$ cat src/hw/rtl/qft_pkg.sv
// Shared types and constants for the quoted field line tokenizer.
`default_nettype none

package qft_pkg;

   // The line ends once this many fields are done.
   localparam logic [6:0] MAX_FIELDS = 7'd64;

   localparam int CSR_ADDR_W = 5;

   localparam logic [7:0] LF     = 8'h0A;
   localparam logic [7:0] CR     = 8'h0D;
   localparam logic [7:0] SQUOTE = 8'h27;
   localparam logic [7:0] DQUOTE = 8'h22;

   localparam logic [2:0] REG_SEPARATOR      = 3'd0;
   localparam logic [2:0] REG_BRACKET_ENABLE = 3'd1;
   localparam logic [2:0] REG_OPEN_CODE      = 3'd2;
   localparam logic [2:0] REG_CLOSE_CODE     = 3'd3;
   localparam logic [2:0] REG_MAX_LINE_LEN   = 3'd4;

   localparam logic [7:0]  RST_SEPARATOR      = 8'd32;
   localparam logic        RST_BRACKET_ENABLE = 1'b0;
   localparam logic [7:0]  RST_OPEN_CODE      = 8'd40;
   localparam logic [7:0]  RST_CLOSE_CODE     = 8'd41;
   localparam logic [15:0] RST_MAX_LINE_LEN   = 16'hFFFF;

   typedef enum logic [6:0] {
      PH_TOP     = 7'b0000001,
      PH_SKIP    = 7'b0000010,
      PH_BRACKET = 7'b0000100,
      PH_QUOTE   = 7'b0001000,
      PH_AFTERQ  = 7'b0010000,
      PH_PLAIN   = 7'b0100000,
      PH_DONE    = 7'b1000000
   } phase_type;

   typedef struct packed {
      logic [7:0]  separator;
      logic        bracket_enable;
      logic [7:0]  open_code;
      logic [7:0]  close_code;
      logic [15:0] max_line_len;
   } cfg_type;

   typedef struct packed {
      logic       has_byte;
      logic [7:0] out_byte;
      logic [5:0] field_index;
      logic       field_end;
      logic       line_end;
      logic [6:0] field_count;
   } result_type;

endpackage

`default_nettype wire

$ cat src/hw/rtl/qft_if.sv
// Request and result channel interfaces of the tokenizer.
`default_nettype none

interface qft_req_if;
   logic       valid;
   logic       ready;
   logic [7:0] in_byte;
   logic       end_of_string;

   modport source (output valid, output in_byte, output end_of_string, input ready);
   modport sink (input valid, input in_byte, input end_of_string, output ready);
endinterface

interface qft_rsp_if;
   logic       valid;
   logic       ready;
   logic       has_byte;
   logic [7:0] out_byte;
   logic [5:0] field_index;
   logic       field_end;
   logic       line_end;
   logic [6:0] field_count;

   modport source (output valid, output has_byte, output out_byte, output field_index,
                   output field_end, output line_end, output field_count, input ready);
   modport sink (input valid, input has_byte, input out_byte, input field_index,
                 input field_end, input line_end, input field_count, output ready);
endinterface

`default_nettype wire

$ cat src/hw/rtl/quoted_field_line_tokenizer_core.sv
// Top level of the quoted field line tokenizer.
`default_nettype none

// The tokenizer takes one byte of a line per request and returns at most one result
// per request: a field byte (sent one request late so a trailing newline or CR can be
// stripped), a field end, or the line end. A request is accepted every clock cycle
// while req_if.ready is high; its result, if any, is presented at the earliest in the
// next cycle. Results wait in a two-entry queue, and ready drops only while it is full,
// which happens only after the result side has stalled. Configuration registers sit on
// the APB port (separator at 0x00, bracket enable at 0x04, open code at 0x08, close code
// at 0x0C, maximum line length at 0x10) and should be written only while no request is
// in flight. A request with end_of_string set closes the line and rearms the block.
module quoted_field_line_tokenizer_core (
   input  logic                           clock,
   input  logic                           reset,
   qft_req_if.sink                        req_if,
   qft_rsp_if.source                      rsp_if,
   input  logic                           psel,
   input  logic                           penable,
   input  logic                           pwrite,
   input  logic [qft_pkg::CSR_ADDR_W-1:0] paddr,
   input  logic [31:0]                    pwdata,
   output logic [31:0]                    prdata,
   output logic                           pready
);

   qft_pkg::cfg_type    cfg;
   qft_pkg::result_type result;
   logic                emit;
   logic                full;
   logic                accept;

   assign req_if.ready = !full;
   assign accept       = req_if.valid && req_if.ready;

   qft_csr u_csr (
      .clock   (clock),
      .reset   (reset),
      .psel    (psel),
      .penable (penable),
      .pwrite  (pwrite),
      .paddr   (paddr),
      .pwdata  (pwdata),
      .prdata  (prdata),
      .pready  (pready),
      .cfg     (cfg)
   );

   qft_core u_core (
      .clock         (clock),
      .reset         (reset),
      .accept        (accept),
      .in_byte       (req_if.in_byte),
      .end_of_string (req_if.end_of_string),
      .cfg           (cfg),
      .emit          (emit),
      .result        (result)
   );

   qft_rsp_queue u_rsp_queue (
      .clock     (clock),
      .reset     (reset),
      .push      (emit),
      .push_data (result),
      .full      (full),
      .rsp       (rsp_if)
   );

endmodule

`default_nettype wire

$ cat src/hw/rtl/qft_csr.sv
// APB configuration registers of the tokenizer.
`default_nettype none

module qft_csr (
   input  logic                           clock,
   input  logic                           reset,
   input  logic                           psel,
   input  logic                           penable,
   input  logic                           pwrite,
   input  logic [qft_pkg::CSR_ADDR_W-1:0] paddr,
   input  logic [31:0]                    pwdata,
   output logic [31:0]                    prdata,
   output logic                           pready,
   output qft_pkg::cfg_type               cfg
);

   qft_pkg::cfg_type cfg_ff;
   qft_pkg::cfg_type cfg_in;
   logic             wr_en;
   logic [2:0]       reg_index;

   assign pready    = 1'b1;
   assign wr_en     = psel && penable && pwrite && pready;
   assign reg_index = paddr[4:2];
   assign cfg       = cfg_ff;

   always_comb begin
      cfg_in = cfg_ff;
      if (wr_en) begin
         case (reg_index)
            qft_pkg::REG_SEPARATOR:      cfg_in.separator      = pwdata[7:0];
            qft_pkg::REG_BRACKET_ENABLE: cfg_in.bracket_enable = pwdata[0];
            qft_pkg::REG_OPEN_CODE:      cfg_in.open_code      = pwdata[7:0];
            qft_pkg::REG_CLOSE_CODE:     cfg_in.close_code     = pwdata[7:0];
            qft_pkg::REG_MAX_LINE_LEN:   cfg_in.max_line_len   = pwdata[15:0];
            default:                     cfg_in = cfg_ff;
         endcase
      end
   end

   always_comb begin
      case (reg_index)
         qft_pkg::REG_SEPARATOR:      prdata = {24'd0, cfg_ff.separator};
         qft_pkg::REG_BRACKET_ENABLE: prdata = {31'd0, cfg_ff.bracket_enable};
         qft_pkg::REG_OPEN_CODE:      prdata = {24'd0, cfg_ff.open_code};
         qft_pkg::REG_CLOSE_CODE:     prdata = {24'd0, cfg_ff.close_code};
         qft_pkg::REG_MAX_LINE_LEN:   prdata = {16'd0, cfg_ff.max_line_len};
         default:                     prdata = 32'd0;
      endcase
   end

   always_ff @(posedge clock) begin
      if (reset) begin
         cfg_ff.separator      <= qft_pkg::RST_SEPARATOR;
         cfg_ff.bracket_enable <= qft_pkg::RST_BRACKET_ENABLE;
         cfg_ff.open_code      <= qft_pkg::RST_OPEN_CODE;
         cfg_ff.close_code     <= qft_pkg::RST_CLOSE_CODE;
         cfg_ff.max_line_len   <= qft_pkg::RST_MAX_LINE_LEN;
      end else begin
         cfg_ff <= cfg_in;
      end
   end

endmodule

`default_nettype wire

$ cat src/hw/rtl/qft_core.sv
// Tokenizer state machine: one request updates the state and yields at most one result.
`default_nettype none

module qft_core (
   input  logic                clock,
   input  logic                reset,
   input  logic                accept,
   input  logic [7:0]          in_byte,
   input  logic                end_of_string,
   input  qft_pkg::cfg_type    cfg,
   output logic                emit,
   output qft_pkg::result_type result
);

   qft_pkg::phase_type phase_ff, phase_in;
   logic [7:0]         quote_char_ff, quote_char_in;
   logic [7:0]         held_byte_ff, held_byte_in;
   logic               held_valid_ff, held_valid_in;
   logic [15:0]        position_ff, position_in;
   logic [6:0]         fields_done_ff, fields_done_in;

   logic [5:0]          idx;
   logic [6:0]          fd_inc;
   logic [15:0]         pos_inc;
   logic                held_nl;
   logic                fe_hb;
   logic                fe_le;
   qft_pkg::result_type end_res;
   qft_pkg::result_type line_res;
   qft_pkg::result_type shift_res;

   assign idx     = (fields_done_ff > 7'd63) ? 6'd63 : fields_done_ff[5:0];
   assign fd_inc  = (fields_done_ff < 7'd127) ? fields_done_ff + 7'd1 : fields_done_ff;
   assign pos_inc = (position_ff != 16'hFFFF) ? position_ff + 16'd1 : position_ff;
   // A newline or CR still held at the end of a field is stripped and ends the line.
   assign held_nl = held_valid_ff &&
                    (held_byte_ff == qft_pkg::LF || held_byte_ff == qft_pkg::CR);
   assign fe_hb   = held_valid_ff && !held_nl;
   assign fe_le   = held_nl || (fd_inc >= qft_pkg::MAX_FIELDS);

   always_comb begin
      end_res.has_byte    = fe_hb;
      end_res.out_byte    = fe_hb ? held_byte_ff : 8'd0;
      end_res.field_index = idx;
      end_res.field_end   = 1'b1;
      end_res.line_end    = fe_le;
      end_res.field_count = fd_inc;

      line_res.has_byte    = 1'b0;
      line_res.out_byte    = 8'd0;
      line_res.field_index = idx;
      line_res.field_end   = 1'b0;
      line_res.line_end    = 1'b1;
      line_res.field_count = fields_done_ff;

      shift_res.has_byte    = 1'b1;
      shift_res.out_byte    = held_byte_ff;
      shift_res.field_index = idx;
      shift_res.field_end   = 1'b0;
      shift_res.line_end    = 1'b0;
      shift_res.field_count = fields_done_ff;
   end

   always_comb begin
      phase_in       = phase_ff;
      quote_char_in  = quote_char_ff;
      held_byte_in   = held_byte_ff;
      held_valid_in  = held_valid_ff;
      position_in    = position_ff;
      fields_done_in = fields_done_ff;
      emit           = 1'b0;
      result         = line_res;

      if (accept && end_of_string) begin
         if (phase_ff == qft_pkg::PH_TOP || phase_ff == qft_pkg::PH_SKIP) begin
            emit = 1'b1;
         end else if (phase_ff != qft_pkg::PH_DONE) begin
            emit            = 1'b1;
            result          = end_res;
            result.line_end = 1'b1;
         end
         phase_in       = qft_pkg::PH_TOP;
         quote_char_in  = 8'd0;
         held_byte_in   = 8'd0;
         held_valid_in  = 1'b0;
         position_in    = 16'd0;
         fields_done_in = 7'd0;
      end else if (accept) begin
         position_in = pos_inc;
         case (phase_ff)
            qft_pkg::PH_TOP, qft_pkg::PH_SKIP: begin
               // The length bound is checked only where a field would begin: at line start
               // or after a field end.
               if (phase_ff == qft_pkg::PH_TOP && position_ff >= cfg.max_line_len) begin
                  emit        = 1'b1;
                  phase_in    = qft_pkg::PH_DONE;
                  position_in = position_ff;
               end else if (in_byte == cfg.separator) begin
                  phase_in = qft_pkg::PH_SKIP;
               end else if (in_byte == qft_pkg::LF || in_byte == qft_pkg::CR) begin
                  emit     = 1'b1;
                  phase_in = qft_pkg::PH_DONE;
               end else if (cfg.bracket_enable && in_byte == cfg.open_code) begin
                  phase_in      = qft_pkg::PH_BRACKET;
                  held_valid_in = 1'b0;
               end else if (in_byte == qft_pkg::SQUOTE || in_byte == qft_pkg::DQUOTE) begin
                  phase_in      = qft_pkg::PH_QUOTE;
                  quote_char_in = in_byte;
                  held_byte_in  = in_byte;
                  held_valid_in = 1'b1;
               end else begin
                  phase_in      = qft_pkg::PH_PLAIN;
                  held_byte_in  = in_byte;
                  held_valid_in = 1'b1;
               end
            end
            qft_pkg::PH_BRACKET, qft_pkg::PH_PLAIN: begin
               if ((phase_ff == qft_pkg::PH_BRACKET && in_byte == cfg.close_code) ||
                   (phase_ff == qft_pkg::PH_PLAIN && in_byte == cfg.separator)) begin
                  emit           = 1'b1;
                  result         = end_res;
                  fields_done_in = fd_inc;
                  held_valid_in  = 1'b0;
                  held_byte_in   = 8'd0;
                  phase_in       = fe_le ? qft_pkg::PH_DONE : qft_pkg::PH_TOP;
               end else begin
                  emit          = held_valid_ff;
                  result        = shift_res;
                  held_byte_in  = in_byte;
                  held_valid_in = 1'b1;
               end
            end
            qft_pkg::PH_QUOTE: begin
               emit          = held_valid_ff;
               result        = shift_res;
               held_byte_in  = in_byte;
               held_valid_in = 1'b1;
               if (in_byte == quote_char_ff) begin
                  phase_in = qft_pkg::PH_AFTERQ;
               end
            end
            qft_pkg::PH_AFTERQ: begin
               // The byte after the closing quote is consumed whatever it is.
               emit           = 1'b1;
               result         = end_res;
               fields_done_in = fd_inc;
               held_valid_in  = 1'b0;
               held_byte_in   = 8'd0;
               phase_in       = fe_le ? qft_pkg::PH_DONE : qft_pkg::PH_TOP;
            end
            default: begin
               position_in = position_ff;
            end
         endcase
      end
   end

   always_ff @(posedge clock) begin
      if (reset) begin
         phase_ff       <= qft_pkg::PH_TOP;
         quote_char_ff  <= 8'd0;
         held_byte_ff   <= 8'd0;
         held_valid_ff  <= 1'b0;
         position_ff    <= 16'd0;
         fields_done_ff <= 7'd0;
      end else begin
         phase_ff       <= phase_in;
         quote_char_ff  <= quote_char_in;
         held_byte_ff   <= held_byte_in;
         held_valid_ff  <= held_valid_in;
         position_ff    <= position_in;
         fields_done_ff <= fields_done_in;
      end
   end

`ifndef SYNTHESIS
   assert property (@(posedge clock) disable iff (reset)
      (phase_ff == qft_pkg::PH_DONE) |-> !held_valid_ff)
      else $error("held byte left over after the line ended");

   assert property (@(posedge clock) disable iff (reset)
      fields_done_ff <= qft_pkg::MAX_FIELDS)
      else $error("field count ran past the field limit");

   assert property (@(posedge clock) disable iff (reset) emit |-> accept)
      else $error("result produced without an accepted request");
`endif

endmodule

`default_nettype wire

$ cat src/hw/rtl/qft_rsp_queue.sv
// Two-entry result queue that decouples the result channel from request acceptance.
`default_nettype none

module qft_rsp_queue (
   input  logic                clock,
   input  logic                reset,
   input  logic                push,
   input  qft_pkg::result_type push_data,
   output logic                full,
   qft_rsp_if.source           rsp
);

   qft_pkg::result_type entry_ff [2];
   logic                wr_ptr_ff, wr_ptr_in;
   logic                rd_ptr_ff, rd_ptr_in;
   logic [1:0]          count_ff, count_in;
   logic                pop;
   qft_pkg::result_type head;

   assign pop       = rsp.valid && rsp.ready;
   assign full      = (count_ff == 2'd2);
   assign head      = entry_ff[rd_ptr_ff];
   assign rsp.valid = (count_ff != 2'd0);

   assign rsp.has_byte    = head.has_byte;
   assign rsp.out_byte    = head.out_byte;
   assign rsp.field_index = head.field_index;
   assign rsp.field_end   = head.field_end;
   assign rsp.line_end    = head.line_end;
   assign rsp.field_count = head.field_count;

   always_comb begin
      wr_ptr_in = push ? !wr_ptr_ff : wr_ptr_ff;
      rd_ptr_in = pop ? !rd_ptr_ff : rd_ptr_ff;
      case ({push, pop})
         2'b10:   count_in = count_ff + 2'd1;
         2'b01:   count_in = count_ff - 2'd1;
         default: count_in = count_ff;
      endcase
   end

   always_ff @(posedge clock) begin
      if (push) begin
         entry_ff[wr_ptr_ff] <= push_data;
      end
   end

   always_ff @(posedge clock) begin
      if (reset) begin
         wr_ptr_ff <= 1'b0;
         rd_ptr_ff <= 1'b0;
         count_ff  <= 2'd0;
      end else begin
         wr_ptr_ff <= wr_ptr_in;
         rd_ptr_ff <= rd_ptr_in;
         count_ff  <= count_in;
      end
   end

`ifndef SYNTHESIS
   assert property (@(posedge clock) disable iff (reset) push |-> !full)
      else $error("result pushed into a full queue");

   assert property (@(posedge clock) disable iff (reset)
      (push && !pop) |=> (count_ff == $past(count_ff) + 2'd1))
      else $error("queue occupancy did not grow on push");

   assert property (@(posedge clock) disable iff (reset)
      (count_ff == {1'b0, wr_ptr_ff ^ rd_ptr_ff}) ||
      (count_ff == 2'd2 && wr_ptr_ff == rd_ptr_ff))
      else $error("queue pointers disagree with occupancy");
`endif

endmodule

`default_nettype wire
$ cat src/flat_wrapper.sv
// flat-port wrapper written by rule: the top's interface ports become plain ports
module quoted_field_line_tokenizer_core_flat 
  (clock, reset, psel, penable, pwrite, paddr, pwdata, prdata, pready, req_if_valid, req_if_in_byte, req_if_end_of_string, req_if_ready, rsp_if_valid, rsp_if_has_byte, rsp_if_out_byte, rsp_if_field_index, rsp_if_field_end, rsp_if_line_end, rsp_if_field_count, rsp_if_ready);
  qft_req_if req_if_i ();
  qft_rsp_if rsp_if_i ();
  input  logic clock;
  input  logic reset;
  input  logic psel;
  input  logic penable;
  input  logic pwrite;
  input  logic [qft_pkg::CSR_ADDR_W-1:0] paddr;
  input  logic [31:0] pwdata;
  output logic [31:0] prdata;
  output logic pready;
  input wire logic [$bits(req_if_i.valid)-1:0] req_if_valid;
  input wire logic [$bits(req_if_i.in_byte)-1:0] req_if_in_byte;
  input wire logic [$bits(req_if_i.end_of_string)-1:0] req_if_end_of_string;
  output wire logic [$bits(req_if_i.ready)-1:0] req_if_ready;
  output wire logic [$bits(rsp_if_i.valid)-1:0] rsp_if_valid;
  output wire logic [$bits(rsp_if_i.has_byte)-1:0] rsp_if_has_byte;
  output wire logic [$bits(rsp_if_i.out_byte)-1:0] rsp_if_out_byte;
  output wire logic [$bits(rsp_if_i.field_index)-1:0] rsp_if_field_index;
  output wire logic [$bits(rsp_if_i.field_end)-1:0] rsp_if_field_end;
  output wire logic [$bits(rsp_if_i.line_end)-1:0] rsp_if_line_end;
  output wire logic [$bits(rsp_if_i.field_count)-1:0] rsp_if_field_count;
  input wire logic [$bits(rsp_if_i.ready)-1:0] rsp_if_ready;
  assign req_if_i.valid = req_if_valid;
  assign req_if_i.in_byte = req_if_in_byte;
  assign req_if_i.end_of_string = req_if_end_of_string;
  assign req_if_ready = req_if_i.ready;
  assign rsp_if_valid = rsp_if_i.valid;
  assign rsp_if_has_byte = rsp_if_i.has_byte;
  assign rsp_if_out_byte = rsp_if_i.out_byte;
  assign rsp_if_field_index = rsp_if_i.field_index;
  assign rsp_if_field_end = rsp_if_i.field_end;
  assign rsp_if_line_end = rsp_if_i.line_end;
  assign rsp_if_field_count = rsp_if_i.field_count;
  assign rsp_if_i.ready = rsp_if_ready;
  quoted_field_line_tokenizer_core u_core (.clock(clock), .reset(reset), .req_if(req_if_i), .rsp_if(rsp_if_i), .psel(psel), .penable(penable), .pwrite(pwrite), .paddr(paddr), .pwdata(pwdata), .prdata(prdata), .pready(pready));
endmodule
$ cat config.mk
export PLATFORM = sky130hd
export DESIGN_NAME = quoted_field_line_tokenizer_core_flat
export DESIGN_NICKNAME = d
export VERILOG_FILES = /design/src/hw/rtl/qft_pkg.sv /design/src/hw/rtl/qft_if.sv /design/src/hw/rtl/quoted_field_line_tokenizer_core.sv /design/src/hw/rtl/qft_csr.sv /design/src/hw/rtl/qft_core.sv /design/src/hw/rtl/qft_rsp_queue.sv /design/src/flat_wrapper.sv
export SDC_FILE = /design/constraint.sdc
export NUM_CORES = 1
export LEC_CHECK = 0
export ABC_AREA = 1
export BUFFER_PORTS_ARGS = -buffer_cell sky130_fd_sc_hd__buf_2
export CAP_MARGIN = 40
export CORE_MARGIN = 3
export CORE_UTILIZATION = 30
export CTS_BUF_LIST = sky130_fd_sc_hd__clkbuf_16
export CTS_CLUSTER_SIZE = 12
export DETAILED_ROUTE_END_ITERATION = 7
export MAX_ROUTING_LAYER = met4
export SYNTH_ARGS = -nofsm -noshare
export SYNTH_HDL_FRONTEND = slang
export SYNTH_SLANG_ARGS = --single-unit
export TNS_END_PERCENT = 100
$ cat constraint.sdc
create_clock -name clock -period 4.5 [get_ports clock]
set_input_delay 0.225 -clock clock [delete_from_list [all_inputs] [get_ports clock]]
set_output_delay 0.225 -clock clock [all_outputs]
set_load 0.005 [all_outputs]
==> results.txt <==
----------------------------------------------------
[Drt]
  Met2 Routed Length ... roughly 8000 µm
  Vias/cell ... 4.64
  Routed met3 length ... around 1000 µm
  Highest metal layer with signal wires ... met4
  Iteration count of the initial detailed-routing pass ... 5
  Violation count after the first detailed-routing iteration ... 378
  Mean routed wirelength per cell ... 13.3 µm
  Number of antenna-violating nets in the routed design ... 0
  DRC ... 0
  Final wirelength ... 17800 µm
  Met1 Wirelength ... ~8400 µm
  Via count ... between 6k and 7k

[Finish]
  Ratio of cells with drive above 1 in the final layout ... 0.187
  Antenna fix cells ... 0
  Area delta synth->final ... 17.2%
  Nets ... about 1.1k

[Synthesis]
  Mean instance size in the synthesized netlist ... 8.07 µm²
  Cells after synthesis ... 931
  Ys flop type ... dfxtp_1
  Synth top area share ... 0.248
  Number of synthesized flops with an enable pin ... 48
  Count of different cell masters after synthesis ... 43
  Top cells by count, synth ... nand2_1, inv_1, nor2_1
  Sequential area share after synthesis ... 0.440
  Area of the mapped netlist ... 7510 µm²
  Cell with the most instances after synthesis ... nand2_1
  Share of flip-flops with an asynchronous set or reset ... 0
  Yosys top cell by area ... dfxtp_1
  Top cells by area, synth ... dfxtp_1, edfxtp_1, nand2_1, inv_1, a21oi_1
  Number of warning messages in the yosys log ... 0
  Synth Register Bits ... 141

[Critical path]
  Critical-path cell with the highest stage delay ... and2_1
  Worst stage delay on the critical path ... 0.54 ns
  Element type at the critical path end ... flip-flop
  Critical-path cell list ... inv_2 -> nand3_2 -> nor4_2 -> nor2_2 -> a21oi_2 -> and2_1 -> buf_4 -> nand2_4 -> o21ai_1 -> nand2_1 -> nor2_1
  Setup CP Type ... flip-flop to flip-flop
  Data arrival at the endpoint of the critical path ... between 3 and 4 ns
  CP Max Fanout ... 16
  Worst setup SP type ... flip-flop
  Endpoint required time on the critical path ... 4.85 ns

[Timing]
  Min cycle time layout ... 2.87 ns
  Count of final setup violators ... 0
  Setup TNS ... 0 ns
  Least-Margin Pin Slew ... 0.659 ns
  Crit share post-route ... 0.637
  Final setup margin ... 1.63 ns
  Largest clock skew in the final design ... between 0.009 and 0.01 ns
  Worst slew margin relative to its limit ... 0.560
  Fmax ... 349 MHz
  Final-report hold violation count ... 0
  Max-slew violation total from the final report ... 0
  Unrepaired setup endpoints after global routing ... no

[Floorplan]
  I/O Pins ... 112
  Core area ... 24500 µm²
  Vertical die dimension ... ~160 µm
  Die area ... 27000 µm²
  Number of placement rows ... 57
  Initial cell density of the core ... 0.307
  Die X ... 164 µm

[Clock network]
  CTS hold repair buffers ... 0
  Max H-tree Level ... 4
  CTS tree ... yes
  Root buf cell ... clkbuf_16
  Post-CTS resize count ... 0
  # clock sinks ... roughly 140
  Setup repair bufs after CTS ... 0
  Maximum count of clock buffers along a single path ... 2
  Number of buffers added by the clock tree synthesis step ... 17
  Clock-pin slew on the worst setup and hold paths ... 0.06 ns
  Clock latency on the worst-skew pair ... approximately 0.42 ns

[Global routing]
  Number of global-route vias before repair ... 5909
  Antenna violations before repair ... 0
  Wire length of the first global-routing pass ... 29800 µm
  Global-route congestion overflow total ... 0
  Total routing usage reported by global routing ... 0.142
  Maximum number of pins on one net before global-route repair ... 33

[Place]
  Post-DP HPWL ... 13200 µm
  Post-placement worst setup slack ... 1.61 ns
  Routability Congestion ... 0.825
  Number of buffers inserted by port buffering ... 76

[Power]
  Pleak ... 0.00372 µW
  Cell area power density ... between 300 and 400 nW/µm²
  Maximum vdd drop ... 0.205 mV

[Job]
  # Max-Cap Violations ... 0

[Status]
  Outcome ... finished, final reports clean

[Worst hold path]
  Path class of the lowest-slack min-delay path ... input port to flip-flop

----------------------------------------------------
## where the power goes
group	total, µW	internal [µW]	switching (µW)
clock network	1450	915	533
logic	499	188	310
registers	1410	1380	36.6
total	3360	2480	880
## layer usage
| metal | GRT usage | vias up |
|---|---|---|
| met5 | - | - |
| met4 | 0.0346 | 0 |
| met3 | 0.0320 | 15 |
| met2 | 0.224 | 149 |
| met1 | 0.186 | 2825 |
| li1 | - | 3226 |
## through the flow
step | hold WS (ns) | utilization | total power (µW) | cell area, µm² | cells
2_1_floorplan | 0.351 | - | 1800 | 7570 | 946
3_3_place_gp | 0.437 | 0.332 | 1920 | 8110 | 1305
3_5_place_dp | 0.440 | 0.335 | 1940 | 8200 | 1308
4_1_cts | 0.00662 | 0.360 | 3390 | 8800 | 1340
5_1_grt | 0.00391 | 0.360 | 3520 | 8800 | 1340
6_report | 0.0157 | 0.360 | 3360 | 8800 | 1340
## final timing paths
kind / endpoint / slack [ns] / from / cells after the start
worst min register to register: flip-flop / 0.45 / u_core.u_rsp_queue.rd_ptr_ff / 1
worst max-delay path: u_core.u_core.position_ff[2] / 1.63 / u_core.u_core.phase_ff[5] / 11
worst max register to register: u_core.u_core.position_ff[2] / 1.63 / u_core.u_core.phase_ff[5] / 11
worst min-delay path: u_core.u_csr.cfg[10] / 0.02 / pwdata[10] / 3
## flip-flops by register name, indices dropped and copies added, names as in the netlist, named ones only
signal and count:
u_core.u_rsp_queue.entry_ff 48, u_core.u_csr.cfg 41, u_core.u_core.position_ff 16, u_core.u_core.held_byte_ff 8
u_core.u_core.quote_char_ff 8, u_core.u_core.fields_done_ff 7, u_core.u_core.phase_ff 7, u_core.u_rsp_queue.count_ff 2
u_core.u_core.held_valid_ff 1, u_core.u_rsp_queue.rd_ptr_ff 1, u_core.u_rsp_queue.wr_ptr_ff 1
## worst max-delay path: cells and delay by family, from the launching register on
family | cells | cell delay [ns]
buf+inv | 2 | 0.35
simple gates | 7 | 1.44
flops | 1 | 0.37
compound gates | 2 | 0.63
## cell type report
cell class | instances | area (µm²)
Inverter | 125 | 469
Fill cell | 2531 | 15700
Sequential cell | 141 | 3300
Clock inverter | 15 | 181
Multi-Input combinational cell | 634 | 3520
Timing Repair Buffer | 84 | 500
Tap cell | 324 | 405
Clock buffer | 17 | 425
## cell families after synthesis
logic type | after synthesis | synth area share
mux | 24 | 0.0360
other cells | 2 | 0.00100
flops | 141 | 0.440
fa+ha+maj | 19 | 0.0316
compound gates | 189 | 0.143
simple gates | 358 | 0.218
buf+inv | 171 | 0.100
xor+xnor | 27 | 0.0315
## cell usage in the layout (no fill, tap or decap), types with 9 or more instances in the layout
master       n
a21oi_1     75
a21oi_2     11
buf_2       76
clkbuf_16   17
conb_1      17
dfxtp_1     93
edfxtp_1    48
ha_1        19
inv_1      114
inv_2       11
mux2_2      24
nand2_1    158
nand3_1     33
nand3_2     12
nand4_1     16
nor2_1      94
nor2_2       9
nor3_1      16
o21ai_0     58
o21ai_1     17
o22ai_1     11
xnor2_1     15
xor2_1      12
Note: power is estimated with default switching activity, not from simulation.
